File: src/rtl/core/assert_macros.svh
// ---------------------------------------------------------------------------
// Assertion macros
// Concurrent assertion wrappers on clk, with or without the reset guard.
// ---------------------------------------------------------------------------
`ifndef ASSERT_MACROS_SVH
`define ASSERT_MACROS_SVH

`ifndef SYNTH
// Checked at every clk edge with rst_n high
`define ASSERT_CLK(label, prop, msg) \
  label: assert property (@(posedge clk) disable iff (!rst_n) prop) else $error(msg);
// Checked at every clk edge, reset included
`define ASSERT_ALWAYS(label, prop, msg) \
  label: assert property (@(posedge clk) prop) else $error(msg);
`else
`define ASSERT_CLK(label, prop, msg)
`define ASSERT_ALWAYS(label, prop, msg)
`endif

`endif

File: src/rtl/core/lsmt_pkg.sv
// ---------------------------------------------------------------------------
// lsmt_pkg
// Shared constants for the LCD scanline mode timer.
// ---------------------------------------------------------------------------
`timescale 1ns / 1ps

package lsmt_pkg;

  // Default timing
  localparam int LINE_CYCLES_DEF   = 456;
  localparam int VISIBLE_LINES_DEF = 144;
  localparam int LAST_LINE_DEF     = 153;

  // Mode phase lengths inside a line
  localparam int OAM_CYCLES      = 80;
  localparam int TRANSFER_CYCLES = 172;

  // Field widths
  localparam int CYC_W    = 9;
  localparam int LINE_W   = 8;
  localparam int MODE_W   = 2;
  localparam int ELAPSE_W = 8;
  localparam int CFG_AW   = 3;
  localparam int CFG_DW   = 8;
  localparam int IN_DW    = 8;
  localparam int OUT_DW   = 24;

  // LCD modes
  localparam logic [MODE_W-1:0] MODE_HBLANK   = 2'd0;
  localparam logic [MODE_W-1:0] MODE_VBLANK   = 2'd1;
  localparam logic [MODE_W-1:0] MODE_OAM      = 2'd2;
  localparam logic [MODE_W-1:0] MODE_TRANSFER = 2'd3;

  // Register indexes
  localparam logic [CFG_AW-1:0] REG_DISPLAY_EN   = 3'd0;
  localparam logic [CFG_AW-1:0] REG_HBLANK_IRQ   = 3'd1;
  localparam logic [CFG_AW-1:0] REG_VBLANK_IRQ   = 3'd2;
  localparam logic [CFG_AW-1:0] REG_OAM_IRQ      = 3'd3;
  localparam logic [CFG_AW-1:0] REG_COMPARE_IRQ  = 3'd4;
  localparam logic [CFG_AW-1:0] REG_COMPARE_LINE = 3'd5;

endpackage

File: src/rtl/core/lcd_scanline_mode_timer.sv
// ---------------------------------------------------------------------------
// lcd_scanline_mode_timer
// Scanline countdown, LCD mode, coincidence and interrupt requests.
// ---------------------------------------------------------------------------
// One word in gives one word out. Every input word is processed in the cycle
// it is accepted: the mode decode, line compare and countdown subtract sit
// between the timing state registers and a two-entry output buffer (output
// register plus skid) that registers each result. A word can be accepted
// every clock while in_tready is high; it only drops when both output entries
// are full. Configuration writes take effect at the clock edge of cfg_we.
// ---------------------------------------------------------------------------
`timescale 1ns / 1ps

`include "assert_macros.svh"

module lcd_scanline_mode_timer #(
  parameter int LINE_CYCLES   = lsmt_pkg::LINE_CYCLES_DEF,
  parameter int VISIBLE_LINES = lsmt_pkg::VISIBLE_LINES_DEF,
  parameter int LAST_LINE     = lsmt_pkg::LAST_LINE_DEF
) (
  input  logic                        clk,
  input  logic                        rst_n,
  // input words; tdata: elapsed_cycles[7:0]
  input  logic                        in_tvalid,
  output logic                        in_tready,
  input  logic [lsmt_pkg::IN_DW-1:0]  in_tdata,
  // result words; tdata: lcd_mode[1:0], current_line[9:2], coincidence[10],
  // stat_irq[11], vblank_irq[12], line_ready[13], ready_line[21:14], zero pad
  output logic                        out_tvalid,
  input  logic                        out_tready,
  output logic [lsmt_pkg::OUT_DW-1:0] out_tdata,
  // configuration writes
  input  logic                        cfg_we,
  input  logic [lsmt_pkg::CFG_AW-1:0] cfg_waddr,
  input  logic [lsmt_pkg::CFG_DW-1:0] cfg_wdata
);

  localparam int CYC_W  = lsmt_pkg::CYC_W;
  localparam int LINE_W = lsmt_pkg::LINE_W;
  localparam int MODE_W = lsmt_pkg::MODE_W;

  localparam logic [CYC_W-1:0]  CYC_RELOAD = CYC_W'(LINE_CYCLES);
  localparam logic [CYC_W-1:0]  OAM_START  = CYC_W'(LINE_CYCLES - lsmt_pkg::OAM_CYCLES);
  localparam logic [CYC_W-1:0]  XFER_START =
    CYC_W'(LINE_CYCLES - lsmt_pkg::OAM_CYCLES - lsmt_pkg::TRANSFER_CYCLES);
  localparam logic [LINE_W-1:0] VIS_LINE   = LINE_W'(VISIBLE_LINES);
  localparam logic [LINE_W-1:0] LAST_LN    = LINE_W'(LAST_LINE);

  // configuration registers
  logic              display_en_r;
  logic              hblank_irq_en_r;
  logic              vblank_irq_en_r;
  logic              oam_irq_en_r;
  logic              compare_irq_en_r;
  logic [LINE_W-1:0] compare_line_r;

  // timing state
  logic [LINE_W-1:0] line_count_r, line_count_nxt;
  logic [CYC_W-1:0]  cycles_left_r, cycles_left_nxt;
  logic [MODE_W-1:0] mode_r, mode_nxt;
  logic              match_r, match_nxt;

  // output buffer
  logic                        out_valid_r, out_valid_nxt;
  logic [lsmt_pkg::OUT_DW-1:0] out_data_r, out_data_nxt;
  logic                        skid_valid_r, skid_valid_nxt;
  logic [lsmt_pkg::OUT_DW-1:0] skid_data_r;

  logic              in_acc;
  logic              out_acc;
  logic [lsmt_pkg::ELAPSE_W-1:0] elapsed;
  logic [MODE_W-1:0] dec_mode;
  logic              irq_en;
  logic              stat;
  logic              vblank;
  logic              ready;
  logic [LINE_W-1:0] ready_idx;
  logic [LINE_W-1:0] line_inc;
  logic [lsmt_pkg::OUT_DW-1:0] result;

  assign in_tready = !skid_valid_r;
  assign in_acc    = in_tvalid && in_tready;
  assign out_acc   = out_valid_r && out_tready;
  assign elapsed   = in_tdata[lsmt_pkg::ELAPSE_W-1:0];
  assign line_inc  = line_count_r + LINE_W'(1);

  // configuration write decode
  always_ff @(posedge clk) begin
    if (!rst_n) begin
      display_en_r     <= 1'b1;
      hblank_irq_en_r  <= 1'b0;
      vblank_irq_en_r  <= 1'b0;
      oam_irq_en_r     <= 1'b0;
      compare_irq_en_r <= 1'b0;
      compare_line_r   <= '0;
    end else if (cfg_we) begin
      unique case (cfg_waddr)
        lsmt_pkg::REG_DISPLAY_EN:   display_en_r     <= cfg_wdata[0];
        lsmt_pkg::REG_HBLANK_IRQ:   hblank_irq_en_r  <= cfg_wdata[0];
        lsmt_pkg::REG_VBLANK_IRQ:   vblank_irq_en_r  <= cfg_wdata[0];
        lsmt_pkg::REG_OAM_IRQ:      oam_irq_en_r     <= cfg_wdata[0];
        lsmt_pkg::REG_COMPARE_IRQ:  compare_irq_en_r <= cfg_wdata[0];
        lsmt_pkg::REG_COMPARE_LINE: compare_line_r   <= cfg_wdata[LINE_W-1:0];
        default: ;
      endcase
    end
  end

  // mode decode from line and the countdown before it drops
  always_comb begin
    if (line_count_r >= VIS_LINE) begin
      dec_mode = lsmt_pkg::MODE_VBLANK;
      irq_en   = vblank_irq_en_r;
    end else if (cycles_left_r >= OAM_START) begin
      dec_mode = lsmt_pkg::MODE_OAM;
      irq_en   = oam_irq_en_r;
    end else if (cycles_left_r >= XFER_START) begin
      dec_mode = lsmt_pkg::MODE_TRANSFER;
      irq_en   = 1'b0;
    end else begin
      dec_mode = lsmt_pkg::MODE_HBLANK;
      irq_en   = hblank_irq_en_r;
    end
  end

  // step: next timing state and result flags
  always_comb begin
    line_count_nxt  = line_count_r;
    cycles_left_nxt = cycles_left_r;
    mode_nxt        = mode_r;
    match_nxt       = match_r;
    stat            = 1'b0;
    vblank          = 1'b0;
    ready           = 1'b0;
    ready_idx       = '0;
    if (!display_en_r) begin
      cycles_left_nxt = CYC_RELOAD;
      line_count_nxt  = '0;
      mode_nxt        = lsmt_pkg::MODE_VBLANK;
    end else begin
      mode_nxt  = dec_mode;
      match_nxt = (compare_line_r == line_count_r);
      stat      = (irq_en && (dec_mode != mode_r)) || (match_nxt && compare_irq_en_r);
      // countdown hits zero or below: reload, next line
      if (CYC_W'(elapsed) >= cycles_left_r) begin
        cycles_left_nxt = CYC_RELOAD;
        if (line_inc != '0 && line_inc <= VIS_LINE) begin
          ready     = 1'b1;
          ready_idx = line_inc - LINE_W'(1);
        end
        if (line_inc == VIS_LINE) begin
          vblank         = 1'b1;
          line_count_nxt = line_inc;
        end else if (line_inc > LAST_LN) begin
          line_count_nxt = '0;
        end else begin
          line_count_nxt = line_inc;
        end
      end else begin
        cycles_left_nxt = cycles_left_r - CYC_W'(elapsed);
      end
    end
  end

  assign result = {2'b00, ready_idx, ready, vblank, stat, match_nxt, line_count_nxt, mode_nxt};

  // timing state registers, updated per accepted word
  always_ff @(posedge clk) begin
    if (!rst_n) begin
      line_count_r  <= '0;
      cycles_left_r <= CYC_RELOAD;
      mode_r        <= lsmt_pkg::MODE_HBLANK;
      match_r       <= 1'b0;
    end else if (in_acc) begin
      line_count_r  <= line_count_nxt;
      cycles_left_r <= cycles_left_nxt;
      mode_r        <= mode_nxt;
      match_r       <= match_nxt;
    end
  end

  // output register with skid entry
  always_comb begin
    out_valid_nxt  = out_valid_r;
    out_data_nxt   = out_data_r;
    skid_valid_nxt = skid_valid_r;
    if (!out_valid_r || out_tready) begin
      if (skid_valid_r) begin
        out_valid_nxt  = 1'b1;
        out_data_nxt   = skid_data_r;
        skid_valid_nxt = in_acc;
      end else begin
        out_valid_nxt = in_acc;
        out_data_nxt  = result;
      end
    end else if (in_acc) begin
      skid_valid_nxt = 1'b1;
    end
  end

  always_ff @(posedge clk) begin
    if (!rst_n) begin
      out_valid_r  <= 1'b0;
      skid_valid_r <= 1'b0;
    end else begin
      out_valid_r  <= out_valid_nxt;
      skid_valid_r <= skid_valid_nxt;
    end
  end

  always_ff @(posedge clk) begin
    out_data_r <= out_data_nxt;
    if (in_acc) begin
      skid_data_r <= result;
    end
  end

  assign out_tvalid = out_valid_r;
  assign out_tdata  = out_data_r;

  // checks
  `ASSERT_CLK(a_skid_behind_out, skid_valid_r |-> out_valid_r, "skid full with output empty")
  `ASSERT_CLK(a_cycles_range, (cycles_left_r != '0) && (cycles_left_r <= CYC_RELOAD), "countdown out of range")
  `ASSERT_CLK(a_disabled_hold, (in_acc && !display_en_r) |=> (line_count_r == '0 && mode_r == lsmt_pkg::MODE_VBLANK), "disabled step did not reset timing")
  `ASSERT_CLK(a_ready_line, (in_acc && ready) |-> (ready_idx < VIS_LINE), "render line beyond visible area")
  `ASSERT_CLK(a_drain, (out_acc && !skid_valid_r && !in_acc) |=> !out_valid_r, "result repeated after drain")

endmodule
File: config.mk
export PLATFORM = sky130hd
export DESIGN_NAME = lcd_scanline_mode_timer
export DESIGN_NICKNAME = d
export VERILOG_FILES = /design/src/rtl/core/lsmt_pkg.sv /design/src/rtl/core/lcd_scanline_mode_timer.sv
export VERILOG_INCLUDE_DIRS = /design/src /design/src/rtl/core
export SDC_FILE = /design/constraint.sdc
export NUM_CORES = 1
export LEC_CHECK = 0
export BUFFER_PORTS_ARGS = -buffer_cell sky130_fd_sc_hd__buf_2
export CORE_MARGIN = 2
export CORE_UTILIZATION = 59
export DETAILED_ROUTE_END_ITERATION = 6
export PLACE_DENSITY = 0.78
export SLEW_MARGIN = 5
export SYNTH_ARGS = -nofsm -noshare
export SYNTH_HDL_FRONTEND = slang
export SYNTH_SLANG_ARGS = --single-unit
File: constraint.sdc
create_clock -name clk -period 2.5 [get_ports clk]
set_input_delay 0.375 -clock clk [delete_from_list [all_inputs] [get_ports clk]]
set_output_delay 0.375 -clock clk [all_outputs]
set_load 0.005 [all_outputs]
==> results.sh, run 1 <==
export IMPL_yosysUniqueCellTypes=76
export IMPL_antenna_cells=0
export IMPL_clock_fmax_mhz=418
export IMPL_r2r_cells=8
export IMPL_cp_depth=8
export IMPL_insertion_delay_ns=0.36
export IMPL_synthArstFlopShare=0
export IMPL_final_area_mm2=0.00515
export IMPL_port_buffers=47
export IMPL_fin_crit_ns=2.39
export IMPL_htreeDepth=3
export IMPL_dieHeight_um=91.6
export IMPL_whs_path_depth=3
export IMPL_setup_tns_final_ns=0
export IMPL_clock_sinks=79
export IMPL_avgSynthCellArea_um2=9.70
export IMPL_drt_iter0_markers=226
export IMPL_die_width_um=91.6
export IMPL_wl_um=10100
export IMPL_synth_edf_count=44
export IMPL_drive_gt1_frac=0.216
export IMPL_p_leak_uw=0.00203
export IMPL_grt_start_max_net_pins=39
export IMPL_grt_pass1_wl_um=17000
export IMPL_cpPeakStageDelay_ns=0.38
export IMPL_multi_input_area_mm2=0.00225
export IMPL_worst_pin_slew_ns=0.564
export IMPL_yosys_top_cells_area="edfxtp_1 (29%), dfxtp_1 (15%), nand2_1 (4.6%)"
export IMPL_regArea_mm2=0.00202
export IMPL_drt_wirelength_per_cell_um=16.2
export IMPL_crit_path_top_delay_cell="or3_1"
export IMPL_crit_path_start_kind="flip-flop"
export IMPL_drv_slew=0
export IMPL_path_delay_family="simple AND/OR/NAND/NOR gates"
export IMPL_cp_common_cell="xnor2_1"
export IMPL_critPathMaxFanout=13
export IMPL_hp_start="cfg_wdata[6]"
export IMPL_dp_hpwl_um=7230
export IMPL_irDropWorstVdd_v=0.000301
export IMPL_maxCapViolations=0
export IMPL_rows=31
export IMPL_finalClockSkew_ns=0.00969
export IMPL_syn_inst=467
export IMPL_io_pins=50
export IMPL_fp_dieArea_mm2=0.00839
export IMPL_worstPathArrival_ns=2.49
export IMPL_fin_nets=558
export IMPL_cts_hold_buffers=0
export IMPL_cts_tree="yes"
export IMPL_path_cells="buf_4, ha_1, xnor2_1, nand3b_1, or3_1, nor2_1, xnor2_1, o31ai_1"
export IMPL_clk_pin_slew_ns=0.09
export IMPL_powerDensity_mw_per_mm2=576
export IMPL_synth_ff_type="edfxtp_1"
export IMPL_yosysMostFrequentCell="nand2_1"
export IMPL_status="complete, no violations"
export IMPL_ys_warn_count=0
export IMPL_area_growth_pct=13.8
export IMPL_cp_buffers_inverters=1
export IMPL_yosysTopAreaCellShare=0.292
export IMPL_period_share=0.957
export IMPL_core_area_mm2=0.00733
export IMPL_r2r_start="line_count_r[0]"
export IMPL_synth_top_cell_by_area="edfxtp_1"
export IMPL_maxSlewHeadroom=0.624
export IMPL_drc=0
export IMPL_grt_use_total=0.253
export IMPL_vias=3692
export IMPL_overflow=0
export IMPL_start_util=0.618
export IMPL_ys_seq_elements=79
export IMPL_placed_area_mm2=0.00493
export IMPL_syn_area_mm2=0.00453
export IMPL_cts_buffers=9
export IMPL_grt_pass1_vias=3575
export IMPL_power_uw=2970
export IMPL_antenna_found_initial=0
export IMPL_cp_required_ns=2.60
export IMPL_crit_start="line_count_r[0]"
export IMPL_hold_viol=0
export IMPL_yosysSeqAreaShare=0.446
export IMPL_holdWs_ns=0.254
export IMPL_crit_type="reg -> reg"
export IMPL_rsz0062_at_grt="false"
export IMPL_setup_viol=0
export IMPL_cts_root_buf="clkbuf_8"
export IMPL_cp_end_kind="flip-flop"
export IMPL_viasPerCell=5.90
export IMPL_clock_tree_buffer_depth=2
export IMPL_n_fill_cell=555
export IMPL_drtPass1Iterations=4
export IMPL_gp_congestion=0.945
export IMPL_yosys_top_cells_count="nand2_1 (55), edfxtp_1 (44), dfxtp_1 (35)"
export IMPL_ant_nets=0
export IMPL_hold_class="in -> reg"
-- power by group --
| group | leakage (µW) | switching, µW | internal [µW] | total, µW |
|---|---|---|---|---|
| Combinational | 0.00118 | 278 | 216 | 493 |
| Clock | 0.0000933 | 496 | 467 | 963 |
| Sequential | 0.000758 | 48.9 | 1460 | 1510 |
| Total | 0.00203 | 822 | 2150 | 2970 |
-- tightest hold or removal path, stage by stage --
cell	delay (ns)
buf_2	0.09
nand2_1	0.04
a21boi_0	0.06
-- routing by layer --
layer,track usage,part of all wire,up-vias
met5,0,0,-
met4,0.101,0.020,0
met3,0.0378,0.054,20
met2,0.438,0.49,122
met1,0.317,0.43,1750
li1,-,-,1800
-- sequential cells by signal, indices dropped and copies added (netlist names) --
signal            cells
compare_line_r        8
skid_data_r          22
display_en_r          1
hblank_irq_en_r       1
skid_valid_r          1
match_r               1
out_tdata            22
cycles_left_r         9
vblank_irq_en_r       1
out_tvalid            1
oam_irq_en_r          1
line_count_r          8
mode_r                2
compare_irq_en_r      1
-- layout make-up --
class                      count  share of cell area
sequential                    79               0.392
tap                           99              0.0240
clock buffer                  10              0.0248
multi-input combinational    332               0.437
timing repair buffer          74              0.0898
inverter                      26              0.0189
clock inverter                 6              0.0131
-- through the flow --
stage               setup slack, ns  utilization  instances
floorplan                     0.291            -        468
global placement              0.138        0.672        609
detailed placement          -0.0111        0.672        609
CTS                          0.0658        0.699        625
global route                 0.0128        0.703        626
finish                        0.109        0.703        626
-- cells in the final DEF (no fill, tap or decap), types with 3 or more instances in the layout --
cell and instances:
nand2_1 55, buf_2 47, edfxtp_1 44, dfxtp_1 35
nor2_1 32, buf_4 25, inv_1 23, xnor2_1 20
o21ai_0 15, a21boi_0 14, a21oi_1 14, nor2b_1 12
ha_1 11, o31ai_1 10, nand3_1 10, o211ai_1 9
a21boi_1 9, clkbuf_8 9, nor3_1 8, xor2_1 7
o2111ai_1 7, nand4_1 6, a31oi_1 6, o21ai_1 5
nand3b_1 4, a21o_1 4, mux2_2 4, nor3b_1 4
mux2i_1 4, a211oi_1 3, nand2b_1 3
-- worst paths after layout --
kind	slack, ns	to
min	0.25	compare_line_r[6]
min reg2reg	0.48	compare_line_r[0]
max	0.11	out_tdata[21]
max reg2reg	0.11	out_tdata[21]
-- cell families after synthesis --
kind of cell / after synthesis / share of synthesized area
compound gates: 130 / 0.214
xor+xnor: 28 / 0.0558
fa+ha+maj: 12 / 0.0348
buf+inv: 57 / 0.0597
flops: 79 / 0.446
mux: 8 / 0.0188
other cells: 1 / 0.000828
simple gates: 152 / 0.169
-- timing repair --
item,CTS,global route
resized for setup,0,3
setup buffers,0,1
endpoints found under the setup margin,0,8
Note: power is estimated with default switching activity, not from simulation.
==> inputs of run 2 (changes only) <==
Settings changed: BUFFER_PORTS_ARGS -buffer_cell sky130_fd_sc_hd__buf_2 to not set, CORE_UTILIZATION 59 to 64, DONT_BUFFER_PORTS set to 1.
==> results.sh, run 2 (same netlist as run 1, synthesis figures left out) <==
export IMPL_powerDensity_mw_per_mm2=595
export IMPL_drt_met1_wl_um=4380
export IMPL_fin_crit_ns=2.40
export IMPL_drv_slew=0
export IMPL_drc=0
export IMPL_netSwitchingFraction=0.269
export IMPL_drt_wirelength_per_cell_um=17.1
export IMPL_n_fill_cell=529
export IMPL_grt_start_max_net_pins=39
export IMPL_maxCapViolations=0
export IMPL_path_cells="buf_4, ha_1, nor3_1, a41o_1, nand2_1, o31a_1, o21ai_4, buf_4, nor2_1"
export IMPL_worst_pin_slew_ns=0.615
export IMPL_power_switching_uw=803
export IMPL_crit_path_start_kind="flip-flop"
export IMPL_grt_use_total=0.265
export IMPL_die_width_um=88.1
export IMPL_crit_path_top_delay_cell="o31a_1"
export IMPL_p_leak_uw=0.00188
export IMPL_cp_required_ns=2.61
export IMPL_antenna_cells=0
export IMPL_crit_type="reg -> reg"
export IMPL_maxSlewHeadroom=0.586
export IMPL_grt_pass1_wl_um=15900
export IMPL_htreeDepth=3
export IMPL_worstPathArrival_ns=2.51
export IMPL_wl_met2_um=4830
export IMPL_layout_commonest_cell="nand2_1"
export IMPL_irDropWorstVdd_v=0.000433
export IMPL_setup_tns_final_ns=0
export IMPL_port_buffers=0
export IMPL_cp_common_cell="buf_4"
export IMPL_fp_dieArea_mm2=0.00777
export IMPL_antenna_found_initial=0
export IMPL_dp_hpwl_um=6970
export IMPL_core_area_mm2=0.00683
export IMPL_vias=3521
export IMPL_ant_nets=0
export IMPL_power_frac_seq=0.510
export IMPL_wl_um=9980
export IMPL_cts_tree="yes"
export IMPL_mostFrequentLayoutCells="nand2_1 (55), edfxtp_1 (44), dfxtp_1 (35)"
export IMPL_finalClockSkew_ns=0.00873
export IMPL_drive_gt1_frac=0.152
export IMPL_viasPerCell=6.04
export IMPL_start_util=0.663
export IMPL_utilization=0.735
export IMPL_clock_sinks=79
export IMPL_status="complete, no violations"
export IMPL_area_growth_pct=10.9
export IMPL_cpPeakStageDelay_ns=0.35
export IMPL_dieHeight_um=88.1
export IMPL_critPathMaxFanout=13
export IMPL_clock_power_share=0.343
export IMPL_setup_viol=0
export IMPL_rows=30
export IMPL_overflow=0
export IMPL_hold_class="in -> reg"
export IMPL_cts_root_buf="clkbuf_8"
export IMPL_drtPass1Iterations=5
export IMPL_hold_viol=0
export IMPL_clock_fmax_mhz=416
export IMPL_pwr_share_comb=0.147
export IMPL_path_delay_family="compound AO/OA/AOI/OAI gates"
export IMPL_cp_buffers_inverters=2
export IMPL_clock_tree_buffer_depth=2
export IMPL_rsz0062_at_grt="false"
export IMPL_dr_max_layer_used="met4"
export IMPL_cp_end_kind="flip-flop"
export IMPL_intPower_uw=2180
export IMPL_insertion_delay_ns=0.36
export IMPL_reg2reg_setup_slack_ns=0.1
export IMPL_fin_nets=518
export IMPL_io_pins=50
export IMPL_drt_iter0_markers=271
export IMPL_period_share=0.962
export IMPL_wl_met3_um=577
export IMPL_cts_buffers=9
export IMPL_clk_pin_slew_ns=0.09
export IMPL_gp_congestion=0.908
export IMPL_grt_pass1_vias=3221
[run 2: layout make-up]
type | instances | area (µm²) | share of cell area
multi-input cells | 332 | 2280 | 0.453
repair buffers | 34 | 293 | 0.0583
clock inverters | 5 | 62.6 | 0.0125
flip-flops and latches | 79 | 2020 | 0.402
inverters | 26 | 97.6 | 0.0194
well taps | 96 | 120 | 0.0239
clock buffers | 11 | 153 | 0.0304
[run 2: final timing paths]
check | startpoint | to | cells past startpoint
min | rst_n | display_en_r | 1
max reg2reg | line_count_r[0] | skid_data_r[17] | 9
max | line_count_r[0] | skid_data_r[17] | 9
min reg2reg | compare_line_r[1] | compare_line_r[1] | 2
[run 2: power groups by stage]
stage	clock network (µW)	registers (µW)	logic (µW)
after global placement	0	1550	419
after detailed placement	0	1560	430
after CTS	1040	1530	432
after floorplan	0	1530	336
after global routing	1080	1540	484
final	1020	1530	438
[run 2: metal layers]
metal | up-vias | global-route usage
met4 | 0 | 0.0978
li1 | 1735 | -
met3 | 16 | 0.0613
met2 | 128 | 0.421
met5 | - | 0
met1 | 1642 | 0.357
[run 2: metrics by stage]
stage / total power, µW / instance area [µm²] / setup slack [ns] / std cells / hold slack (ns)
floorplan: 1870 / 4530 / 0.291 / 468 / 0.457
global placement: 1970 / 4730 / 0.104 / 564 / 0.444
detailed placement: 1990 / 4730 / 0.0517 / 564 / 0.454
CTS: 3000 / 4940 / 0.0378 / 580 / 0.0769
global route: 3100 / 5020 / 0.000938 / 583 / 0.0779
finish: 2990 / 5020 / 0.0959 / 583 / 0.0869
[run 2: repair_timing]
action	CTS	global route
hold buffers	0	0
setup buffers	0	3
endpoints found under the hold margin	0	0
resized for setup	0	5
endpoints found under the setup margin	0	34
==> inputs of run 3 (changes only) <==
Settings changed: REMOVE_ABC_BUFFERS set to 1.
==> results.sh, run 3 (same netlist as run 1, synthesis figures left out) <==
export IMPL_status="complete, no violations"
export IMPL_htreeDepth=3
export IMPL_irDropWorstVdd_v=0.000327
export IMPL_cts_buffers=9
export IMPL_start_util=0.663
export IMPL_r2r_start="line_count_r[0]"
export IMPL_power_switching_uw=786
export IMPL_mostFrequentLayoutCells="nand2_1 (55), edfxtp_1 (44), dfxtp_1 (33)"
export IMPL_core_area_mm2=0.00683
export IMPL_grt_pass1_wl_um=16200
export IMPL_hp_start="rst_n"
export IMPL_worst_pin_slew_ns=0.595
export IMPL_cts_tree="yes"
export IMPL_grt_pass1_vias=3378
export IMPL_pwr_share_comb=0.145
export IMPL_layout_commonest_cell="nand2_1"
export IMPL_worstPathArrival_ns=2.45
export IMPL_vias=3516
export IMPL_cp_required_ns=2.60
export IMPL_drive_gt1_frac=0.150
export IMPL_grt_use_total=0.269
export IMPL_period_share=0.941
export IMPL_cts_hold_buffers=0
export IMPL_finalClockSkew_ns=0.00922
export IMPL_ant_nets=0
export IMPL_dieHeight_um=88.1
export IMPL_port_buffers=0
export IMPL_area_growth_pct=11.0
export IMPL_die_width_um=88.1
export IMPL_hold_viol=0
export IMPL_wl_um=9810
export IMPL_insertion_delay_ns=0.35
export IMPL_rows=30
export IMPL_worstReg2RegEnd="out_tdata[21]"
export IMPL_dp_hpwl_um=7020
export IMPL_hold_class="in -> reg"
export IMPL_power_frac_seq=0.501
export IMPL_drc=0
export IMPL_intPower_uw=2250
export IMPL_clock_fmax_mhz=425
export IMPL_clock_power_share=0.353
export IMPL_p_leak_uw=0.00188
export IMPL_drt_wirelength_per_cell_um=16.9
export IMPL_fin_crit_ns=2.35
export IMPL_r2r_cells=8
export IMPL_gp_congestion=0.952
export IMPL_antenna_cells=0
export IMPL_reg2reg_setup_slack_ns=0.15
export IMPL_crit_start="line_count_r[0]"
export IMPL_overflow=0
export IMPL_cp_end_kind="flip-flop"
export IMPL_netSwitchingFraction=0.259
export IMPL_critPathMaxFanout=7
export IMPL_crit_path_start_kind="flip-flop"
export IMPL_viasPerCell=6.04
export IMPL_crit_type="reg -> reg"
export IMPL_powerDensity_mw_per_mm2=603
export IMPL_fin_nets=517
export IMPL_antenna_found_initial=0
export IMPL_setup_tns_final_ns=0
export IMPL_utilization=0.736
export IMPL_drt_iter0_markers=198
export IMPL_endpoint="out_tdata[21]"
export IMPL_grt_start_max_net_pins=39
export IMPL_clock_tree_buffer_depth=2
export IMPL_clock_sinks=79
export IMPL_rsz0062_at_grt="false"
export IMPL_maxSlewHeadroom=0.600
export IMPL_io_pins=50
export IMPL_fp_dieArea_mm2=0.00777
export IMPL_cts_root_buf="clkbuf_8"
export IMPL_maxCapViolations=0
export IMPL_setup_viol=0
export IMPL_clk_pin_slew_ns=0.08
export IMPL_drv_slew=0
export IMPL_drtPass1Iterations=4
run 3: cell count changes in the layout (fill, tap and decap cells not counted), sizes merged:
cell / previous run / this run
inv: 26 / 25
buf: 34 / 33
clkbuf: 11 / 12
run 3: stage by stage:
| stage | area, µm² | hold slack, ns | total power, µW | cells | setup WS (ns) |
|---|---|---|---|---|---|
| after floorplan | 4360 | 0.437 | 1850 | 437 | -0.852 |
| after global placement | 4720 | 0.443 | 1960 | 560 | 0.102 |
| after detailed placement | 4720 | 0.444 | 1970 | 560 | 0.0848 |
| after CTS | 4950 | 0.0813 | 3030 | 576 | 0.101 |
| after global routing | 5030 | 0.0971 | 3150 | 582 | 0.00810 |
| final | 5030 | 0.0906 | 3030 | 582 | 0.148 |
run 3: per-layer routing:
layer / track usage / wire [µm] / share of wire
met1: 0.344 / 4380 / 0.45
met2: 0.455 / 4850 / 0.49
met3: 0.0471 / 380 / 0.039
met4: 0.103 / 203 / 0.021
met5: 0 / 0 / 0
run 3: worst min-delay path by stage:
stage | endpoint | slack [ns] | depth (start not counted)
2_1_floorplan | display_en_r | 0.44 | 1
3_3_place_gp | display_en_r | 0.44 | 1
3_5_place_dp | display_en_r | 0.44 | 1
4_1_cts | display_en_r | 0.08 | 1
5_1_grt | display_en_r | 0.1 | 1
6_report | display_en_r | 0.09 | 1
run 3: worst max-delay path: stages, from the launching register on:
cell and delay [ns]:
dfxtp_1 0.42, buf_4 0.21, inv_1 0.12, ha_1 0.40, nand3b_1 0.22, or3_1 0.38, nor2_1 0.13, xnor2_1 0.15
o31ai_1 0.08
run 3: area by class of cell:
| cell class | instances | area (µm²) |
|---|---|---|
| Clock buffer | 12 | 178 |
| Clock inverter | 4 | 56.3 |
| Fill cell | 530 | 1800 |
| Inverter | 26 | 97.6 |
| Multi-Input combinational cell | 332 | 2270 |
| Sequential cell | 79 | 2020 |
| Tap cell | 96 | 120 |
| Timing Repair Buffer | 33 | 285 |
run 3: repair_timing:
item,4_1_cts,5_1_grt
buffers inserted,0,6
endpoints found under the hold margin,0,0
endpoints found under the setup margin,0,9
gates resized for setup,0,5
run 3: power by group through the flow:
stage | Clock (µW) | Sequential (µW) | Combinational, µW
2_1_floorplan | 0 | 1540 | 306
3_3_place_gp | 0 | 1550 | 410
3_5_place_dp | 0 | 1550 | 422
4_1_cts | 1080 | 1520 | 426
5_1_grt | 1130 | 1530 | 491
6_report | 1070 | 1520 | 441
